===== src/design/pbu_pkg.sv =====
// Package for the pixel blend unit: blend command codes, configuration
// register indexes and the payload structs that pass between pipeline stages.
// No dependencies.
package pbu_pkg;

  typedef logic [3:0] cmd_t;

  localparam cmd_t CMD_MIX   = 4'd0;
  localparam cmd_t CMD_ADD   = 4'd1;
  localparam cmd_t CMD_SUB   = 4'd2;
  localparam cmd_t CMD_OVER  = 4'd3;
  localparam cmd_t CMD_EXCL  = 4'd4;
  localparam cmd_t CMD_SOFT  = 4'd5;
  localparam cmd_t CMD_DARK  = 4'd6;
  localparam cmd_t CMD_MUL   = 4'd7;
  localparam cmd_t CMD_MULA  = 4'd8;
  localparam cmd_t CMD_MIXA  = 4'd9;
  localparam cmd_t CMD_FADE  = 4'd10;

  localparam int CFG_IDX_W  = 2;
  localparam int CFG_DATA_W = 32;

  localparam logic [CFG_IDX_W-1:0] CFG_IDX_MIX_ALPHA  = 2'd0;
  localparam logic [CFG_IDX_W-1:0] CFG_IDX_FADE_COLOR = 2'd1;

  localparam int LANES  = 4;
  localparam int PROD_W = 17;

  // Accepted input transaction.
  typedef struct packed {
    cmd_t        cmd;
    logic [31:0] src;
    logic [31:0] dst;
    logic        last;
  } in_item_t;

  // Operand stage output: multiplier operands per byte lane.
  typedef struct packed {
    cmd_t                  cmd;
    logic [31:0]           src;
    logic [31:0]           dst;
    logic                  last;
    logic [LANES-1:0][7:0] direct;
    logic [LANES-1:0][7:0] x0;
    logic [LANES-1:0][8:0] y0;
    logic [LANES-1:0][7:0] x1;
    logic [LANES-1:0][8:0] y1;
  } op_stage_t;

  // Multiply stage output: registered products per byte lane.
  typedef struct packed {
    cmd_t                         cmd;
    logic [31:0]                  src;
    logic [31:0]                  dst;
    logic                         last;
    logic [LANES-1:0][7:0]        direct;
    logic [LANES-1:0][PROD_W-1:0] p0;
    logic [LANES-1:0][PROD_W-1:0] p1;
  } mul_stage_t;

endpackage


===== src/design/pbu_if.sv =====
// Valid/ready channel interfaces for the pixel blend unit.
// Depends on pbu_pkg for the command type.
interface pbu_in_if;
  logic           valid;
  logic           ready;
  pbu_pkg::cmd_t  command;
  logic [31:0]    src_pixel;
  logic [31:0]    dst_pixel;
  logic           last_pixel;

  modport source (output valid, command, src_pixel, dst_pixel, last_pixel, input ready);
  modport sink   (input valid, command, src_pixel, dst_pixel, last_pixel, output ready);
endinterface

interface pbu_out_if;
  logic        valid;
  logic        ready;
  logic [31:0] result_pixel;
  logic        last_out;

  modport source (output valid, result_pixel, last_out, input ready);
  modport sink   (input valid, result_pixel, last_out, output ready);
endinterface


===== src/design/pbu_operand.sv =====
// First pipeline stage: picks multiplier operands per byte lane and computes
// the results that need no multiply (add, sub, darken). Depends on pbu_pkg.
module pbu_operand (
  input  logic                clk,
  input  logic                rst_n,
  input  logic                in_valid,
  output logic                in_ready,
  input  pbu_pkg::in_item_t   in_data,
  input  logic [7:0]          mix_alpha,
  input  logic [31:0]         fade_color,
  output logic                out_valid,
  input  logic                out_ready,
  output pbu_pkg::op_stage_t  out_data
);

  logic               valid_r;
  pbu_pkg::op_stage_t data_r;
  pbu_pkg::op_stage_t data_nxt;

  assign in_ready  = !valid_r || out_ready;
  assign out_valid = valid_r;
  assign out_data  = data_r;

  always_comb begin
    logic [7:0] sa;
    logic [7:0] sb;
    logic [7:0] db;
    logic [7:0] fb;
    logic [7:0] k;
    logic [7:0] mn;
    logic [8:0] sum;
    logic [8:0] dk;
    sa = in_data.src[31:24];
    data_nxt        = '0;
    data_nxt.cmd    = in_data.cmd;
    data_nxt.src    = in_data.src;
    data_nxt.dst    = in_data.dst;
    data_nxt.last   = in_data.last;
    for (int i = 0; i < pbu_pkg::LANES; i++) begin
      sb  = in_data.src[8*i +: 8];
      db  = in_data.dst[8*i +: 8];
      fb  = fade_color[8*i +: 8];
      k   = {1'b0, sb[7:1]} + 8'd64;
      mn  = (sb < db) ? sb : db;
      sum = {1'b0, sb} + {1'b0, db};
      dk  = {1'b0, db} + {1'b0, mn};
      unique case (in_data.cmd) inside
        pbu_pkg::CMD_MIX: begin
          data_nxt.x0[i] = db;
          data_nxt.y0[i] = 9'd256 - {1'b0, mix_alpha};
          data_nxt.x1[i] = sb;
          data_nxt.y1[i] = {1'b0, mix_alpha};
        end
        pbu_pkg::CMD_MIXA: begin
          data_nxt.x0[i] = db;
          data_nxt.y0[i] = 9'd256 - {1'b0, sa};
          data_nxt.x1[i] = sb;
          data_nxt.y1[i] = {1'b0, sa};
        end
        pbu_pkg::CMD_FADE: begin
          data_nxt.x0[i] = db;
          data_nxt.y0[i] = 9'd256 - {1'b0, mix_alpha};
          data_nxt.x1[i] = fb;
          data_nxt.y1[i] = {1'b0, mix_alpha};
        end
        pbu_pkg::CMD_OVER: begin
          data_nxt.x0[i] = sb;
          data_nxt.y0[i] = {1'b0, sa};
          data_nxt.x1[i] = db;
          data_nxt.y1[i] = {1'b0, 8'd255 - sa};
        end
        pbu_pkg::CMD_EXCL, pbu_pkg::CMD_MUL: begin
          data_nxt.x0[i] = sb;
          data_nxt.y0[i] = {1'b0, db};
        end
        pbu_pkg::CMD_MULA: begin
          data_nxt.x0[i] = sa;
          data_nxt.y0[i] = {1'b0, db};
        end
        pbu_pkg::CMD_SOFT: begin
          // dark half scales k*d, light half scales the complements
          if (!db[7]) begin
            data_nxt.x0[i] = k;
            data_nxt.y0[i] = {1'b0, db};
          end else begin
            data_nxt.x0[i] = 8'd255 - k;
            data_nxt.y0[i] = {1'b0, 8'd255 - db};
          end
        end
        pbu_pkg::CMD_ADD: data_nxt.direct[i] = sum[8] ? 8'hff : sum[7:0];
        pbu_pkg::CMD_SUB: data_nxt.direct[i] = (db > sb) ? db - sb : 8'd0;
        pbu_pkg::CMD_DARK: data_nxt.direct[i] = (i == 3) ? db : dk[8:1];
        default: ;
      endcase
    end
  end

  always_ff @(posedge clk) begin
    if (!rst_n) begin
      valid_r <= 1'b0;
    end else if (in_ready) begin
      valid_r <= in_valid;
    end
  end

  always_ff @(posedge clk) begin
    if (in_valid && in_ready) begin
      data_r <= data_nxt;
    end
  end

  // an accepted transaction is held until taken downstream
  assert property (@(posedge clk) disable iff (!rst_n)
    in_valid && in_ready |=> valid_r)
    else $error("operand stage lost a transaction");

endmodule


===== src/design/pbu_mult.sv =====
// Second pipeline stage: two 8x9 products per byte lane, registered.
// Depends on pbu_pkg.
module pbu_mult (
  input  logic                clk,
  input  logic                rst_n,
  input  logic                in_valid,
  output logic                in_ready,
  input  pbu_pkg::op_stage_t  in_data,
  output logic                out_valid,
  input  logic                out_ready,
  output pbu_pkg::mul_stage_t out_data
);

  logic                valid_r;
  pbu_pkg::mul_stage_t data_r;
  pbu_pkg::mul_stage_t data_nxt;

  assign in_ready  = !valid_r || out_ready;
  assign out_valid = valid_r;
  assign out_data  = data_r;

  always_comb begin
    data_nxt        = '0;
    data_nxt.cmd    = in_data.cmd;
    data_nxt.src    = in_data.src;
    data_nxt.dst    = in_data.dst;
    data_nxt.last   = in_data.last;
    data_nxt.direct = in_data.direct;
    for (int i = 0; i < pbu_pkg::LANES; i++) begin
      data_nxt.p0[i] = {9'd0, in_data.x0[i]} * {8'd0, in_data.y0[i]};
      data_nxt.p1[i] = {9'd0, in_data.x1[i]} * {8'd0, in_data.y1[i]};
    end
  end

  always_ff @(posedge clk) begin
    if (!rst_n) begin
      valid_r <= 1'b0;
    end else if (in_ready) begin
      valid_r <= in_valid;
    end
  end

  always_ff @(posedge clk) begin
    if (in_valid && in_ready) begin
      data_r <= data_nxt;
    end
  end

  // hold products while the combine stage stalls
  assert property (@(posedge clk) disable iff (!rst_n)
    valid_r && !out_ready |=> valid_r && $stable(data_r))
    else $error("multiply stage changed while stalled");

endmodule


===== src/design/pbu_combine.sv =====
// Third pipeline stage: shifts, sums and clamps the products per mode and
// registers the final pixel for the output channel. Depends on pbu_pkg.
module pbu_combine (
  input  logic                clk,
  input  logic                rst_n,
  input  logic                in_valid,
  output logic                in_ready,
  input  pbu_pkg::mul_stage_t in_data,
  output logic                out_valid,
  input  logic                out_ready,
  output logic [31:0]         result_pixel,
  output logic                last_out
);

  logic        valid_r;
  logic [31:0] result_r;
  logic [31:0] result_nxt;
  logic        last_r;
  logic        in_fire;

  assign in_fire      = in_valid && in_ready;
  assign in_ready     = !valid_r || out_ready;
  assign out_valid    = valid_r;
  assign result_pixel = result_r;
  assign last_out     = last_r;

  always_comb begin
    logic [7:0]  sb;
    logic [7:0]  db;
    logic [15:0] p0;
    logic [15:0] p1;
    logic [17:0] msum;
    logic [8:0]  osum;
    logic [9:0]  ex;
    logic [7:0]  r;
    result_nxt = '0;
    for (int i = 0; i < pbu_pkg::LANES; i++) begin
      sb   = in_data.src[8*i +: 8];
      db   = in_data.dst[8*i +: 8];
      p0   = in_data.p0[i][15:0];
      p1   = in_data.p1[i][15:0];
      msum = {1'b0, in_data.p0[i]} + {1'b0, in_data.p1[i]};
      osum = {1'b0, p0[15:8]} + {1'b0, p1[15:8]};
      ex   = {2'b00, sb} + {2'b00, db} - {1'b0, p0[15:7]};
      unique case (in_data.cmd) inside
        pbu_pkg::CMD_MIX, pbu_pkg::CMD_MIXA, pbu_pkg::CMD_FADE: r = msum[15:8];
        pbu_pkg::CMD_ADD, pbu_pkg::CMD_SUB, pbu_pkg::CMD_DARK: r = in_data.direct[i];
        pbu_pkg::CMD_OVER: begin
          if (i == 3) begin
            r = 8'd0;
          end else begin
            r = osum[8] ? 8'hff : osum[7:0];
          end
        end
        pbu_pkg::CMD_EXCL: r = (i == 3) ? db : ex[7:0];
        pbu_pkg::CMD_SOFT: begin
          if (i == 3) begin
            r = db;
          end else if (!db[7]) begin
            r = p0[14:7];
          end else begin
            r = 8'd255 - p0[14:7];
          end
        end
        pbu_pkg::CMD_MUL, pbu_pkg::CMD_MULA: r = p0[15:8];
        default: r = db;
      endcase
      result_nxt[8*i +: 8] = r;
    end
  end

  always_ff @(posedge clk) begin
    if (!rst_n) begin
      valid_r <= 1'b0;
    end else if (in_ready) begin
      valid_r <= in_valid;
    end
  end

  always_ff @(posedge clk) begin
    if (in_fire) begin
      result_r <= result_nxt;
      last_r   <= in_data.last;
    end
  end

  assert property (@(posedge clk) disable iff (!rst_n)
    in_fire && in_data.cmd == pbu_pkg::CMD_OVER |=> result_r[31:24] == 8'd0)
    else $error("over mode alpha not cleared");

  assert property (@(posedge clk) disable iff (!rst_n)
    in_fire && in_data.cmd > pbu_pkg::CMD_FADE |=> result_r == $past(in_data.dst))
    else $error("unused command did not pass destination through");

  assert property (@(posedge clk) disable iff (!rst_n)
    in_fire && (in_data.cmd == pbu_pkg::CMD_EXCL || in_data.cmd == pbu_pkg::CMD_SOFT ||
                in_data.cmd == pbu_pkg::CMD_DARK)
    |=> result_r[31:24] == $past(in_data.dst[31:24]))
    else $error("destination alpha not kept");

endmodule


===== src/design/pixel_blend_unit_core.sv =====
// Pixel blend unit top level: ARGB8888 blend modes over a valid/ready stream.
// Each transaction passes through the registered operand, multiply and combine stages.
// Throughput: one transaction per cycle; each stage stalls only when full and blocked.
// Reset (synchronous, active low) empties the pipeline and clears mix_alpha and
// fade_color to 0. Depends on pbu_pkg, pbu_if, pbu_operand, pbu_mult, pbu_combine.
module pixel_blend_unit_core (
  input  logic                               clk,
  input  logic                               rst_n,
  pbu_in_if.sink                             in_ch,
  pbu_out_if.source                          out_ch,
  input  logic                               cfg_wr_en,
  input  logic [pbu_pkg::CFG_IDX_W-1:0]      cfg_index,
  input  logic [pbu_pkg::CFG_DATA_W-1:0]     cfg_wdata
);

  logic [7:0]          mix_alpha_r;
  logic [31:0]         fade_color_r;

  pbu_pkg::in_item_t   in_item;
  logic                op_valid;
  logic                op_ready;
  pbu_pkg::op_stage_t  op_data;
  logic                mul_valid;
  logic                mul_ready;
  pbu_pkg::mul_stage_t mul_data;

  always_ff @(posedge clk) begin
    if (!rst_n) begin
      mix_alpha_r  <= 8'd0;
      fade_color_r <= 32'd0;
    end else if (cfg_wr_en) begin
      unique case (cfg_index)
        pbu_pkg::CFG_IDX_MIX_ALPHA:  mix_alpha_r  <= cfg_wdata[7:0];
        pbu_pkg::CFG_IDX_FADE_COLOR: fade_color_r <= cfg_wdata[31:0];
        default: ;
      endcase
    end
  end

  assign in_item.cmd  = in_ch.command;
  assign in_item.src  = in_ch.src_pixel;
  assign in_item.dst  = in_ch.dst_pixel;
  assign in_item.last = in_ch.last_pixel;

  pbu_operand u_operand (
    .clk        (clk),
    .rst_n      (rst_n),
    .in_valid   (in_ch.valid),
    .in_ready   (in_ch.ready),
    .in_data    (in_item),
    .mix_alpha  (mix_alpha_r),
    .fade_color (fade_color_r),
    .out_valid  (op_valid),
    .out_ready  (op_ready),
    .out_data   (op_data)
  );

  pbu_mult u_mult (
    .clk       (clk),
    .rst_n     (rst_n),
    .in_valid  (op_valid),
    .in_ready  (op_ready),
    .in_data   (op_data),
    .out_valid (mul_valid),
    .out_ready (mul_ready),
    .out_data  (mul_data)
  );

  pbu_combine u_combine (
    .clk          (clk),
    .rst_n        (rst_n),
    .in_valid     (mul_valid),
    .in_ready     (mul_ready),
    .in_data      (mul_data),
    .out_valid    (out_ch.valid),
    .out_ready    (out_ch.ready),
    .result_pixel (out_ch.result_pixel),
    .last_out     (out_ch.last_out)
  );

endmodule

===== src/flat_wrapper.sv =====
// flat-port wrapper written by rule: the top's interface ports become plain ports
module pixel_blend_unit_core_flat 
  (clk, rst_n, cfg_wr_en, cfg_index, cfg_wdata, in_ch_valid, in_ch_command, in_ch_src_pixel, in_ch_dst_pixel, in_ch_last_pixel, in_ch_ready, out_ch_valid, out_ch_result_pixel, out_ch_last_out, out_ch_ready);
  pbu_in_if in_ch_i ();
  pbu_out_if out_ch_i ();
  input  logic clk;
  input  logic rst_n;
  input  logic cfg_wr_en;
  input  logic [pbu_pkg::CFG_IDX_W-1:0] cfg_index;
  input  logic [pbu_pkg::CFG_DATA_W-1:0] cfg_wdata;
  input wire logic [$bits(in_ch_i.valid)-1:0] in_ch_valid;
  input wire logic [$bits(in_ch_i.command)-1:0] in_ch_command;
  input wire logic [$bits(in_ch_i.src_pixel)-1:0] in_ch_src_pixel;
  input wire logic [$bits(in_ch_i.dst_pixel)-1:0] in_ch_dst_pixel;
  input wire logic [$bits(in_ch_i.last_pixel)-1:0] in_ch_last_pixel;
  output wire logic [$bits(in_ch_i.ready)-1:0] in_ch_ready;
  output wire logic [$bits(out_ch_i.valid)-1:0] out_ch_valid;
  output wire logic [$bits(out_ch_i.result_pixel)-1:0] out_ch_result_pixel;
  output wire logic [$bits(out_ch_i.last_out)-1:0] out_ch_last_out;
  input wire logic [$bits(out_ch_i.ready)-1:0] out_ch_ready;
  assign in_ch_i.valid = in_ch_valid;
  assign in_ch_i.command = in_ch_command;
  assign in_ch_i.src_pixel = in_ch_src_pixel;
  assign in_ch_i.dst_pixel = in_ch_dst_pixel;
  assign in_ch_i.last_pixel = in_ch_last_pixel;
  assign in_ch_ready = in_ch_i.ready;
  assign out_ch_valid = out_ch_i.valid;
  assign out_ch_result_pixel = out_ch_i.result_pixel;
  assign out_ch_last_out = out_ch_i.last_out;
  assign out_ch_i.ready = out_ch_ready;
  pixel_blend_unit_core u_core (.clk(clk), .rst_n(rst_n), .in_ch(in_ch_i), .out_ch(out_ch_i), .cfg_wr_en(cfg_wr_en), .cfg_index(cfg_index), .cfg_wdata(cfg_wdata));
endmodule

===== config.mk =====
export PLATFORM = sky130hd
export DESIGN_NAME = pixel_blend_unit_core_flat
export DESIGN_NICKNAME = d
export VERILOG_FILES = /design/src/design/pbu_pkg.sv /design/src/design/pbu_if.sv /design/src/design/pbu_operand.sv /design/src/design/pbu_mult.sv /design/src/design/pbu_combine.sv /design/src/design/pixel_blend_unit_core.sv /design/src/flat_wrapper.sv
export SDC_FILE = /design/constraint.sdc
export NUM_CORES = 2
export LEC_CHECK = 0
export BUFFER_PORTS_ARGS = -buffer_cell sky130_fd_sc_hd__buf_4
export CORE_MARGIN = 2
export CORE_UTILIZATION = 60
export CTS_BUF_LIST = sky130_fd_sc_hd__clkbuf_2 sky130_fd_sc_hd__clkbuf_4 sky130_fd_sc_hd__clkbuf_8
export DETAILED_ROUTE_END_ITERATION = 8
export PLACE_DENSITY = 0.87
export SETUP_SLACK_MARGIN = 0.4
export SLEW_MARGIN = 20
export SYNTH_ARGS = -nofsm -noshare
export SYNTH_HDL_FRONTEND = slang
export SYNTH_HIERARCHICAL = 1
export SYNTH_SLANG_ARGS = --single-unit

===== constraint.sdc =====
create_clock -name clk -period 7.6 [get_ports clk]
set_clock_uncertainty 0.15 [all_clocks]
set_input_delay 0.76 -clock clk [delete_from_list [all_inputs] [get_ports clk]]
set_output_delay 0.76 -clock clk [all_outputs]
set_load 0.01 [all_outputs]

==> qor.txt <==
status = complete, no violations
critical path peak fanout = 17
Place WS = 2.33 ns
area grow syn2layout = 8.00%
Slew @ Worst Pin = 1.42 ns
static leakage = 22.7 nW
Max Cap Viol = 0
Hold Crit Start = in_ch_last_pixel
Tot GR Track Use = 33.1%
CTS Sinks = 495
peak supply drop = 0.000161 V
crit path cell chain = buf_4 -> and2_1 -> fa_1 -> fa_1 -> fa_1 -> fa_1 -> ha_1 -> a211o_1 -> o311ai_1 -> nor2_1 -> o41a_1 -> xor2_1
most used cell, CP = fa_1
CP required = 7.91 ns
GRT Residual Overflow = 0
DP HPWL = 101 mm
startpoint types = flip-flop
post-CTS resize count = 0
post-CTS setup buffer count = 0
Vias = 36.7k
Synth Cell Area = 46,700 µm²
share of cells above drive strength 1 = 8.39%
RSZ-0062 raised after global routing = no
Worst EP arrival = 5.66 ns
num rows = 102
DR DRC count = 0
max incr delay on CP = 0.95 ns
Global Route met3 Usage = 8.81%
Setup crit end kind = flip-flop
Fin. Hold Viols = 0
Clk Latency, worst-skew pair = 0.72 ns
clock tree buffer depth = 3
CP startpoint = u_core/u_operand/out_data[94]
cts hold-fix bufs = 0
Slew Viols, Final = 0
final setup TNS = 0 ns
vias per inst = 6.25
TritonCTS clock tree = built
Num CTS Buffers = 85
slew margin rel. = 4.59%
Reg2Reg Setup Slack = 2.25 ns
Root Buffer = clkbuf_8
Post-DP Area = 48,600 µm²
design area = 50,400 µm²
final worst slack = 2.25 ns
clk slew on worst S/H paths = 0.07 ns
die height = 283 µm
drt total wl = 134 mm
core area = 77,200 µm²
Reg2Reg Capture Point = u_core/u_mult/out_data[134]
met1 usage = 43.0%
DRT antenna net count = 0
I/O pin count = 143
Hold WC Path Type = input port to flip-flop
Die Wd = 283 µm
Iter 0 DRT Violations = 4,923
slowest cell on the critical path = edfxtp_1
max frequency = 187 MHz
Ys Warns = 6
fin nets = 5,709
Cells after Synth = 4,646
Syn Area/Cell = 10.0 µm²
met2 usage = 49.8%
GRT busiest layer = met2
drt pass-1 iters = 8
full die area = 80,000 µm²
port buffer count = 142
CTS H-tree depth = 3
pwr dens = 226 nW/µm²
pin count of the biggest net entering global routing = 106
CP Class = flip-flop to flip-flop
Hold Crit Endpoint = u_core/u_operand/out_data[168]
vias in the first global route = 36.4k
Starting Density = 60.5%
Tmin final = 5.35 ns
origin of the critical flop-to-flop path = u_core/u_operand/out_data[94]
fin crit share = 70.4%
Final Setup Violations = 0
hold path cells = 1
GPL Wtd Cong = 0.991
Routed wire per std cell = 22.8 µm
initial antenna violation count = 7
first-pass GRT wire length = 205 mm
r2r worst-path depth = 12
## cell usage in the layout (no fill, tap or decap), types with 56 or more instances in the layout
cell,instances
a21oi_1,198
and2_1,464
buf_4,180
clkbuf_8,90
edfxtp_1,452
fa_1,371
ha_1,470
inv_1,654
mux2i_1,56
nand2_1,394
nor2_1,195
o21ai_0,157
xnor2_1,149
xor2_1,69
## routing by layer
layer  routed length (µm)  up-vias
li1                     -    16200
met1                50300    17700
met2                58000     2320
met3                16500      550
met4                 8990        2
met5                   13        -
## where the power goes
group,switching [mW],leakage (nW),internal [mW]
registers,0.330,4.75,3.40
logic,2.95,17.0,2.11
clock network,1.19,0.929,1.42
## state kept, by name, summed over array words and instances (netlist names)
| signal | count |
|---|---|
| u_core/mix_alpha_r | 8 |
| u_core/u_operand/out_valid | 1 |
| u_core/u_combine/result_pixel | 32 |
| u_core/u_mult/out_data | 221 |
| u_core/fade_color_r | 32 |
| u_core/u_combine/out_valid | 1 |
| u_core/u_operand/out_data | 198 |
| u_core/u_combine/last_out | 1 |
| u_core/u_mult/out_valid | 1 |
## area by class of cell
cell class                 count  area [µm²]
clock buffer                 111        1400
sequential                   495       14400
inverter                     655        2460
clock inverter                46         407
timing repair buffer         183        1390
tap                         1040        1300
antenna                        4        10.0
multi-input combinational   3340       29000
fill                        5831       26800
## per-stage QoR
stage / cells / hold WS, ns / power [mW] / utilization (%)
final: 5874 / 0.103 / 11.4 / 65.3
after global routing: 5871 / 0.0531 / 12.1 / 65.3
after CTS: 5868 / 0.0596 / 11.3 / 65.2
after detailed placement: 5711 / 0.255 / 8.66 / 62.9
after global placement: 5711 / 0.251 / 8.46 / 62.9
after floorplan: 4649 / 0.250 / 7.37 / -
## worst max-delay path, delay by kind of cell (launching register included)
family                     cells  cell delay, ns
AOI/OAI and AO/OA              3            0.93
adders and majority gates      5            2.29
xor gates and xnor gates       1            0.14
buffers and inverters          1            0.35
DFF                            1            0.95
and+or+nand+nor                2            0.27
## worst max-delay path by stage
stage	end	slack, ns
floorplan	u_core/u_mult/out_data[0]	0.84
global placement	u_core/u_mult/out_data[30]	2.44
detailed placement	u_core/u_mult/out_data[48]	2.33
CTS	u_core/u_mult/out_data[30]	2.31
global route	u_core/u_mult/out_data[31]	2.05
finish	u_core/u_mult/out_data[134]	2.25
Note: power is estimated with default switching activity, not from simulation.
